<file path="src/hdl/fjr_pkg.sv">
// shared types and constants for the five-jet rank permutation index unit
package fjr_pkg;

  localparam int ROLES       = 5;
  localparam int PT_BITS_DEF = 16;
  localparam int RANK_W      = 3;
  localparam int INDEX_W     = 6;
  localparam int CODE_W      = 16;

  // role positions in input order
  localparam int ROLE_L0    = 0;
  localparam int ROLE_L1    = 1;
  localparam int ROLE_HAD   = 2;
  localparam int ROLE_LEP   = 3;
  localparam int ROLE_EXTRA = 4;

  // decimal digit weights of the rank code
  localparam logic [CODE_W-1:0] W_L0    = 16'd10000;
  localparam logic [CODE_W-1:0] W_L1    = 16'd1000;
  localparam logic [CODE_W-1:0] W_HAD   = 16'd100;
  localparam logic [CODE_W-1:0] W_LEP   = 16'd10;

  // index weights: extra b rank, reduced hadronic b rank
  localparam logic [INDEX_W-1:0] W_EXTRA_IDX = 6'd12;
  localparam logic [INDEX_W-1:0] W_HAD_IDX   = 6'd3;

  // legal bounds and the rank sum, used by checks
  localparam logic [INDEX_W-1:0] INDEX_MAX = 6'd59;
  localparam logic [CODE_W-1:0]  CODE_MIN  = 16'd1234;
  localparam logic [CODE_W-1:0]  CODE_MAX  = 16'd43210;
  localparam logic [RANK_W+1:0]  RANK_SUM  = 5'd10;

  typedef logic [RANK_W-1:0] rank_t;

  typedef struct packed {
    rank_t l0;
    rank_t l1;
    rank_t had;
    rank_t lep;
    rank_t extra;
  } ranks_t;

endpackage

</file>
<file path="src/hdl/five_jet_rank_permutation_index_unit.sv">
// top level of the five-jet rank permutation index unit
//
// in channel: one beat carries the momenta of the five jet roles (two light
// jets, hadronic b, leptonic b, extra b), each PT_BITS wide, unsigned.
// out channel: one beat per input beat, carrying the ordered-triple index of
// the (extra b, hadronic b, leptonic b) ranks and the decimal rank code.
// both channels use valid/stall; a beat moves when valid is high and stall
// is low.
// the input beat lands in an input register at the accepting edge, the
// compare-and-count logic feeds the result register, which takes it when
// it is free, and out_valid then rises. one beat is accepted per cycle
// while in_stall is low.
// when out_stall is high with out_valid set, the result register holds; the
// input register keeps accepting until it too is full, then in_stall rises.
// synchronous active-low reset empties both stages; no results are pending
// after reset.
module five_jet_rank_permutation_index_unit #(
  parameter int PT_BITS = fjr_pkg::PT_BITS_DEF
) (
  input  logic                          clk,
  input  logic                          rst_n,
  input  logic                          in_valid,
  output logic                          in_stall,
  input  logic [PT_BITS-1:0]            in_pt_light0,
  input  logic [PT_BITS-1:0]            in_pt_light1,
  input  logic [PT_BITS-1:0]            in_pt_had_b,
  input  logic [PT_BITS-1:0]            in_pt_lep_b,
  input  logic [PT_BITS-1:0]            in_pt_extra_b,
  output logic                          out_valid,
  input  logic                          out_stall,
  output logic [fjr_pkg::INDEX_W-1:0]   out_perm_index,
  output logic [fjr_pkg::CODE_W-1:0]    out_rank_code
);
  import fjr_pkg::*;

  logic               s1_valid_r;
  logic [PT_BITS-1:0] l0_r, l1_r, had_r, lep_r, extra_r;
  logic               out_valid_r;
  logic [INDEX_W-1:0] perm_index_r, perm_index_nxt;
  logic [CODE_W-1:0]  rank_code_r, rank_code_nxt;
  logic               s2_ready;
  logic               s1_ready;
  logic               in_take;
  ranks_t             ranks;

  assign s2_ready = !out_valid_r || !out_stall;
  assign s1_ready = !s1_valid_r || s2_ready;
  assign in_take  = in_valid && s1_ready;
  assign in_stall = !s1_ready;

  always_ff @(posedge clk) begin
    if (!rst_n) begin
      s1_valid_r <= 1'b0;
    end else if (s1_ready) begin
      s1_valid_r <= in_valid;
    end
  end

  always_ff @(posedge clk) begin
    if (in_take) begin
      l0_r    <= in_pt_light0;
      l1_r    <= in_pt_light1;
      had_r   <= in_pt_had_b;
      lep_r   <= in_pt_lep_b;
      extra_r <= in_pt_extra_b;
    end
  end

  fjr_rank #(
    .PT_BITS (PT_BITS)
  ) u_rank (
    .pt_l0    (l0_r),
    .pt_l1    (l1_r),
    .pt_had   (had_r),
    .pt_lep   (lep_r),
    .pt_extra (extra_r),
    .ranks    (ranks)
  );

  fjr_index u_index (
    .ranks      (ranks),
    .perm_index (perm_index_nxt),
    .rank_code  (rank_code_nxt)
  );

  always_ff @(posedge clk) begin
    if (!rst_n) begin
      out_valid_r <= 1'b0;
    end else if (s2_ready) begin
      out_valid_r <= s1_valid_r;
    end
  end

  always_ff @(posedge clk) begin
    if (s2_ready && s1_valid_r) begin
      perm_index_r <= perm_index_nxt;
      rank_code_r  <= rank_code_nxt;
    end
  end

  assign out_valid      = out_valid_r;
  assign out_perm_index = perm_index_r;
  assign out_rank_code  = rank_code_r;

  // ranks are always a permutation of 0..4
  a_rank_sum: assert property (@(posedge clk) disable iff (!rst_n)
    s1_valid_r |-> ({2'b0, ranks.l0} + {2'b0, ranks.l1} + {2'b0, ranks.had}
                    + {2'b0, ranks.lep} + {2'b0, ranks.extra}) == RANK_SUM)
    else $error("rank set is not a permutation");

  a_index_range: assert property (@(posedge clk) disable iff (!rst_n)
    out_valid_r |-> perm_index_r <= INDEX_MAX)
    else $error("perm index out of range");

  a_code_range: assert property (@(posedge clk) disable iff (!rst_n)
    out_valid_r |-> (rank_code_r >= CODE_MIN && rank_code_r <= CODE_MAX))
    else $error("rank code out of range");

  a_advance: assert property (@(posedge clk) disable iff (!rst_n)
    (s1_valid_r && s2_ready) |=> out_valid_r)
    else $error("held beat did not reach result register");

  a_stall_full: assert property (@(posedge clk) disable iff (!rst_n)
    in_stall |-> (s1_valid_r && out_valid_r && out_stall))
    else $error("input stalled while a stage was free");

endmodule

</file>
<file path="src/hdl/fjr_rank.sv">
// light-jet ordering and descending momentum ranking of the five roles
module fjr_rank #(
  parameter int PT_BITS = fjr_pkg::PT_BITS_DEF
) (
  input  logic [PT_BITS-1:0] pt_l0,
  input  logic [PT_BITS-1:0] pt_l1,
  input  logic [PT_BITS-1:0] pt_had,
  input  logic [PT_BITS-1:0] pt_lep,
  input  logic [PT_BITS-1:0] pt_extra,
  output fjr_pkg::ranks_t    ranks
);
  import fjr_pkg::*;

  logic [PT_BITS-1:0] pt [ROLES];
  logic               ge [ROLES][ROLES];
  rank_t              rk [ROLES];

  // harder second light jet moves to the first slot
  always_comb begin
    if (pt_l1 > pt_l0) begin
      pt[ROLE_L0] = pt_l1;
      pt[ROLE_L1] = pt_l0;
    end else begin
      pt[ROLE_L0] = pt_l0;
      pt[ROLE_L1] = pt_l1;
    end
    pt[ROLE_HAD]   = pt_had;
    pt[ROLE_LEP]   = pt_lep;
    pt[ROLE_EXTRA] = pt_extra;
  end

  // ge[j][i] for j < i: role j ranks ahead of role i (ties go to lower role)
  always_comb begin
    for (int i = 0; i < ROLES; i++) begin
      for (int j = 0; j < ROLES; j++) begin
        ge[j][i] = (j < i) ? (pt[j] >= pt[i]) : 1'b0;
      end
    end
  end

  always_comb begin
    for (int i = 0; i < ROLES; i++) begin
      rk[i] = '0;
      for (int j = 0; j < ROLES; j++) begin
        if (j < i) begin
          rk[i] = rk[i] + rank_t'(ge[j][i]);
        end else if (j > i) begin
          rk[i] = rk[i] + rank_t'(!ge[i][j]);
        end
      end
    end
  end

  assign ranks.l0    = rk[ROLE_L0];
  assign ranks.l1    = rk[ROLE_L1];
  assign ranks.had   = rk[ROLE_HAD];
  assign ranks.lep   = rk[ROLE_LEP];
  assign ranks.extra = rk[ROLE_EXTRA];

endmodule

</file>
<file path="src/hdl/fjr_index.sv">
// rank code and ordered-triple index from the five ranks
module fjr_index (
  input  fjr_pkg::ranks_t                    ranks,
  output logic [fjr_pkg::INDEX_W-1:0]        perm_index,
  output logic [fjr_pkg::CODE_W-1:0]         rank_code
);
  import fjr_pkg::*;

  rank_t a;
  rank_t b;

  // drop the ranks already taken by higher-order positions of the triple
  always_comb begin
    a = ranks.had - rank_t'(ranks.had > ranks.extra);
    b = ranks.lep - rank_t'(ranks.lep > ranks.extra) - rank_t'(ranks.lep > ranks.had);
  end

  assign perm_index = INDEX_W'(ranks.extra) * W_EXTRA_IDX
                    + INDEX_W'(a) * W_HAD_IDX
                    + INDEX_W'(b);

  assign rank_code = CODE_W'(ranks.l0) * W_L0
                   + CODE_W'(ranks.l1) * W_L1
                   + CODE_W'(ranks.had) * W_HAD
                   + CODE_W'(ranks.lep) * W_LEP
                   + CODE_W'(ranks.extra);

endmodule
</file>
<file path="config.mk">
export PLATFORM = sky130hd
export DESIGN_NAME = five_jet_rank_permutation_index_unit
export DESIGN_NICKNAME = d
export VERILOG_FILES = /design/src/hdl/fjr_pkg.sv /design/src/hdl/five_jet_rank_permutation_index_unit.sv /design/src/hdl/fjr_rank.sv /design/src/hdl/fjr_index.sv
export SDC_FILE = /design/constraint.sdc
export NUM_CORES = 1
export LEC_CHECK = 0
export ABC_AREA = 1
export BUFFER_PORTS_ARGS = -buffer_cell sky130_fd_sc_hd__buf_2
export CAP_MARGIN = 30
export CORE_MARGIN = 2
export CORE_UTILIZATION = 25
export CTS_BUF_LIST = sky130_fd_sc_hd__clkbuf_4 sky130_fd_sc_hd__clkbuf_8
export DETAILED_ROUTE_END_ITERATION = 6
export PLACE_DENSITY_LB_ADDON = 0.12
export RECOVER_POWER = 50
export SLEW_MARGIN = 30
export SYNTH_ARGS = -nofsm -noshare
export SYNTH_HDL_FRONTEND = slang
export SYNTH_SLANG_ARGS = --single-unit
</file>
<file path="constraint.sdc">
create_clock -name clk -period 8.39 [get_ports clk]
set_clock_uncertainty 0.2 [all_clocks]
set_input_delay 0.839 -clock clk [delete_from_list [all_inputs] [get_ports clk]]
set_output_delay 0.839 -clock clk [all_outputs]
set_load 0.005 [all_outputs]
</file>
# --- After elaboration in Yosys (flattened, before gate mapping) ---
# Cells that the tools add are included.
op_classes:
  n_mul: 6
  n_mux: 1
  reduce_logical: 18
  magnitude_cmp: 14
  add_sub_neg: 24
op_table:
  columns: ["op", "n"]
  rows:
  - ["16-bit greater-or-equal comparator", 10]
  - ["32-bit two-way mux", 1]
  - ["3-bit by 1-bit adder with 3-bit output", 10]
  - ["16-bit by 10-bit adder with 16-bit output", 1]
  - ["16-bit by 13-bit adder with 16-bit output", 1]
  - ["16-bit by 3-bit adder with 16-bit output", 1]
  - ["16-bit by 7-bit adder with 16-bit output", 1]
  - ["16-bit > comparator", 1]
  - ["1-bit zero test", 14]
  - ["3-bit by 10-bit multiplier with 12-bit output, second input constant", 1]
  - ["1-bit by 1-bit adder with 2-bit output", 5]
  - ["3-bit by 7-bit multiplier with 10-bit output, second input constant", 1]
  - ["3-bit > comparator", 3]
  - ["3-bit by 1-bit subtractor with 3-bit output", 3]
  - ["3-bit by 5-bit multiplier with 8-bit output, second input constant", 1]
  - ["6-bit by 3-bit adder with 6-bit output", 1]
  - ["6-bit by 5-bit adder with 6-bit output", 1]
  - ["3-bit by 3-bit multiplier with 6-bit output, second input constant", 1]
  - ["3-bit by 2-bit multiplier with 5-bit output, second input constant", 1]
  - ["3-bit by 2-bit multiplier with 4-bit output, second input constant", 1]
  - ["1-bit logical AND", 2]
  - ["1-bit logical OR", 2]
word_totals:
  regBits: 104
  input_bits: 84

# --- Logic depth before layout (Yosys ltp) ---
logic_depth:
  ltp_word: 12
  ltp_mapped: 51
  ltp_nobuf: 50

# --- By module ---
# Synthesis repeated with hierarchy kept, for this count alone.
unflattened:
  cells_unflattened: 1184
  area_unflattened_um2: 10412.5
modules_own_cells:
  columns: ["module", "instances", "area_each_um2", "cells_per_inst"]
  rows:
  - ["fjr_rank", 1, 4795.8, 736]
  - ["five_jet_rank_permutation_index_unit", 1, 3158.0, 115]
  - ["fjr_index", 1, 2458.6, 333]

# --- Worst setup path before layout ---
# Ideal clock, no wire load.
synth_timing:
  path_kind: "reg2reg"
  startpoint: "register l0_r[15]"
  endpoint: "register perm_index_r[4] (netlist: out_perm_index[4]), data pin"
  stages_incl_launch_ff: 48
  synth_period_minus_slack_ns: 7.571
  arrival_time_ns: 7.113
  slack_ns: 0.819
  t_required_ns: 7.932
  cell_sequence: "edfxtp_1 > inv_1 > ha_1 > nand2_1 > inv_2 > nand3_4 > a21oi_1 > nor2_1 > nand2_4 > nand2_4 > buf_6 > nand2_1 > o21ai_1 > inv_1 > ha_1 > a21boi_0 > o21a_1 > o21ai_0 > [12 not listed] > ha_1 > ha_1 > ha_1 > nand2_1 > nor2_1 > a211oi_1 > a31oi_1 > ha_1 > inv_1 > fa_1 > inv_1 > fa_1 > inv_1 > fa_1 > inv_1 > ha_1 > fa_1 > xor2_1"
synth_via:
  elab_chain_len: 11
synth_lines:
  columns: ["element", "line", "text"]
  rows:
  - ["start: declaration", "five_jet_rank_permutation_index_unit.sv:37", "logic [PT_BITS-1:0] l0_r, l1_r, had_r, lep_r, extra_r;"]
  - ["start signal: assignment", "five_jet_rank_permutation_index_unit.sv:61", "l0_r <= in_pt_light0;"]
  - ["16-bit > comparator", "fjr_rank.sv:20", "if (pt_l1 > pt_l0) begin"]
  - ["32-bit two-way mux *", "fjr_rank.sv:20", null]
  - ["16-bit greater-or-equal comparator", "fjr_rank.sv:36", "ge[j][i] = (j < i) ? (pt[j] >= pt[i]) : 1'b0;"]
  - ["1-bit by 1-bit adder with 2-bit output", "fjr_rank.sv:46", "rk[i] = rk[i] + rank_t'(ge[j][i]);"]
  - ["3-bit by 1-bit adder with 3-bit output (on tied branches) (2 in a row)", "fjr_rank.sv:48, fjr_rank.sv:46", null]
  - ["3-bit > comparator", "fjr_index.sv:14", "a = ranks.had - rank_t'(ranks.had > ranks.extra);"]
  - ["3-bit by 1-bit subtractor with 3-bit output", "fjr_index.sv:14", null]
  - ["3-bit by 2-bit multiplier with 5-bit output", "fjr_index.sv:19", "+ INDEX_W'(a) * W_HAD_IDX"]
  - ["6-bit by 5-bit adder with 6-bit output", "fjr_index.sv:19", null]
  - ["6-bit by 3-bit adder with 6-bit output *", "fjr_index.sv:20", "+ INDEX_W'(b);"]
  - ["net perm_index_nxt[4]", "five_jet_rank_permutation_index_unit.sv:39", "logic [INDEX_W-1:0] perm_index_r, perm_index_nxt;"]
  - ["end signal: assignment", "five_jet_rank_permutation_index_unit.sv:96", "perm_index_r <= perm_index_nxt;"]
  - ["end: declaration", "five_jet_rank_permutation_index_unit.sv:39", null]
# The timed path passes the listed nets; every way through them passes the cells marked *.
# A chain may end at the register's enable or synchronous reset.

# --- Worst setup path after layout ---
layout_timing:
  startpoint: "register l1_r[15]"
  endpoint: "register perm_index_r[4] (netlist: out_perm_index[4]), data pin"
layout_via:
  elab_chain_len: 11
layout_lines:
  columns: ["element", "line", "text"]
  rows:
  - ["start: declaration", "five_jet_rank_permutation_index_unit.sv:37", null]
  - ["start signal: assignment", "five_jet_rank_permutation_index_unit.sv:62", "l1_r <= in_pt_light1;"]
  - ["16-bit > comparator", "fjr_rank.sv:20", null]
  - ["32-bit two-way mux *", "fjr_rank.sv:20", null]
  - ["16-bit greater-or-equal comparator", "fjr_rank.sv:36", null]
  - ["1-bit by 1-bit adder with 2-bit output", "fjr_rank.sv:46", null]
  - ["3-bit by 1-bit adder with 3-bit output (on tied branches) (2 in a row)", "fjr_rank.sv:48, fjr_rank.sv:46", null]
  - ["3-bit > comparator", "fjr_index.sv:14", null]
  - ["3-bit by 1-bit subtractor with 3-bit output", "fjr_index.sv:14", null]
  - ["3-bit by 2-bit multiplier with 5-bit output", "fjr_index.sv:19", null]
  - ["6-bit by 5-bit adder with 6-bit output", "fjr_index.sv:19", null]
  - ["6-bit by 3-bit adder with 6-bit output *", "fjr_index.sv:20", null]
  - ["net perm_index_nxt[4]", "five_jet_rank_permutation_index_unit.sv:39", null]
# Marked as above.

==> impl_results.md <==
* Final setup fails at 0
* Final period util at 0.9537
* Sequential share of the synthesized area at 0.3144
* Synthesized flop and latch total at about 100
* ANT cells at 0
* Largest family of logic cells by synthesized area: adder cells
* Root Buffer: clkbuf_8
* Post-Synth Adder-Cell Area at 0.3514
* CTS tree: yes
* Clock Path Buffers at 2
* Simple-gate share of the synthesized area at 0.1398
* GR Overflow Total at 0
* Die ar. at 41090 sq um
* Avg Cell Area, Syn at about 9.3 sq um
* Core Area at 38830 sq um
* Max cap viols at 0
* Router iterations before antenna repair at 4
* Worst hold-check path type: reg2reg
* Routed len/inst at about 14 um
* Die height at ~200 um
* Mapped Cells at between 1000 and 1500
* Worst stage delay on the critical path at approximately 0.55 ns
* Slew Limit Fails at 0
* Reg clk slew, reported paths at around 0.12 ns
* Worst setup SP type: flip-flop
* Hold Slack at 0.3082 ns
* Initial antenna violation count at 0
* Skew-Pair Late Insertion Delay at roughly 0.44 ns
* Rows at just over 70
* # clock sinks at 104
* Largest net degree at the start of global routing at 81
* Commonest non-fill, non-tap cell in the layout: ha_1
* Critical path endpoint category: flip-flop
* # nets final at about 1600
* Via count at 7281
* Synthesized cell area at 9871 sq um
* H-tree Lvls at 3
* Synth unique cells at 43
* Fmax at about 0.12 GHz
* Bufs and invs on worst path at 9
* Routed Antenna Nets at 0
* Mapped Nets at around 1400
* Chip Width at ~200 um
* Gr usage total at 0.1243
* Io pins at 108
* Asr flop ratio synth at 0
* WP data required at 8.41 ns
* Critical path peak fanout at 13
* Area growth, synth to finish at 16.11%
* Fin. Hold Viols at 0
* Number of flops mapped to enable cells by yosys at 102
* Routed wire length at roughly 25000 um
* Gpl congestion at between 0.8 and 0.9
* Highest-count cells in the layout ignoring fill and taps: ha_1, inv_1, nand2_1, edfxtp_1, buf_2
* DP HPWL at around 21000 um
* 1st-iter DRT viols at roughly 320
* Crit path kind: reg2reg
* Initial core utilization at 0.2542
* Cell family with the largest share of critical-path delay: adder cells
* Vias per inst at 4.214
* RSZ-0062 raised after global routing: true
* Status: complete, no violations
* CTS Buf Count at 9
* First-pass GRT wire length at between 30000 and 40000 um
* YS warnings at 0
* Crit path arrival time at 8.02 ns
* Fraction of layout cells with a size suffix above 1 at 0.1496
* IO Port Bufs at around 110
* Compound-Gate Fraction of Synth Area at 0.09608
* Post-synthesis mux area share at 0
* Tmin final at roughly 8.0 ns
* XOR/XNOR Fraction of Synth Area at 0.01775
* Worst slew pin tran at roughly 1.2 ns
* Vias in the first global route at around 7400
* DRC at 0
* Max_slew headroom at 0.1927
* Crit-path slowest cell: fa_1
* Post-CTS Hold Buffers at 0
* Most used DFF post-synth: edfxtp_1
## area by class of cell
| type | count | area, sq um |
|---|---|---|
| multi-input cells | 763 | 6068 |
| fillers | 4143 | 27370 |
| repair buffers | 134 | 735.7 |
| clock buffers | 9 | 123.9 |
| flip-flops and latches | 104 | 3103 |
| clock inverters | 6 | 52.55 |
| inverters | 194 | 729.5 |
| well taps | 518 | 648.1 |
## metrics by stage
step	setup TNS (ns)	cells	util	worst slack (ns)	area, sq um
2_1_floorplan	0	1067	-	0.8195	9871
5_1_grt	-0.1131	1728	0.2952	-0.09636	11460
3_5_place_dp	0	1696	0.2856	0.002432	11090
4_1_cts	0	1711	0.2902	0.01287	11270
6_report	0	1728	0.2952	0.3887	11460
3_3_place_gp	0	1696	0.2855	0.04986	11090
## cells by family after synthesis
family                     after synthesis
xor gates and xnor gates                20
adders and majority gates              261
and+or+nand+nor                        318
buffers and inverters                  201
DFF                                    104
AOI/OAI and AO/OA                      163
## routing by layer
layer | vias to the layer above | track usage | routed length (um)
met1 | 3283 | 0.1605 | 11780
met5 | - | 0 | 0
li1 | 3887 | - | -
met3 | 19 | 0.02006 | 651
met2 | 92 | 0.2115 | 11690
met4 | 0 | 0.04067 | 388
## worst paths after layout
kind	from	endpoint	slack [ns]	cells past startpoint
max	l1_r[15]$_DFFE_PP_	out_perm_index[4]$_DFFE_PP_	0.39	41
min	s1_valid_r$_SDFFE_PN0N_	out_valid$_SDFFE_PN0P_	0.31	2
max reg2reg	l1_r[15]$_DFFE_PP_	out_perm_index[4]$_DFFE_PP_	0.39	41
min reg2reg	s1_valid_r$_SDFFE_PN0N_	out_valid$_SDFFE_PN0P_	0.31	2
## synth_stat cells, types with 2 or more instances
cell,n,area (sq um)
a211oi_1,11,82.58
a21boi_0,3,22.52
a21o_1,6,45.04
a21oi_1,84,420.4
a21oi_2,2,17.52
a31oi_1,6,37.54
buf_6,5,56.30
dfxtp_1,2,40.04
edfxtp_1,102,3063
fa_1,27,540.5
ha_1,234,2928
inv_1,191,716.9
inv_2,3,11.26
nand2_1,187,701.9
nand2_2,4,25.02
nand2_4,3,33.78
nand3_1,30,150.1
nand3_4,2,35.03
nand3b_1,5,37.54
nand4_1,10,62.56
nor2_1,64,240.2
nor3_1,8,40.04
o211ai_1,2,15.01
o21a_1,4,30.03
o21ai_0,21,105.1
o21ai_1,10,50.05
o21ai_2,6,52.55
or2_2,2,12.51
xnor2_1,5,43.79
xor2_1,15,131.4
## worst register-to-register path: cells and delay by family (launching register included)
| family | cells | cell delay (ns) |
|---|---|---|
| flops | 1 | 0.43 |
| xor+xnor | 1 | 0.15 |
| compound gates | 6 | 0.61 |
| fa+ha+maj | 12 | 4.43 |
| simple gates | 13 | 1.28 |
| buf+inv | 9 | 0.72 |
## flip-flops by register name (all words and copies together) (netlist names)
| name | count |
|---|---|
| l0_r | 16 |
| out_rank_code | 16 |
| lep_r | 16 |
| out_perm_index | 6 |
| l1_r | 16 |
| had_r | 16 |
| extra_r | 16 |
| out_valid | 1 |
| s1_valid_r | 1 |
## repair_timing
action | in CTS | in global routing
gates resized for setup | 0 | 25
setup buffers | 0 | 16
endpoints found under the setup margin | 0 | 8
Power is left out: the tool's default activity adds up to more than one toggle a clock period on the data nets, which glitch-free logic cannot reach.
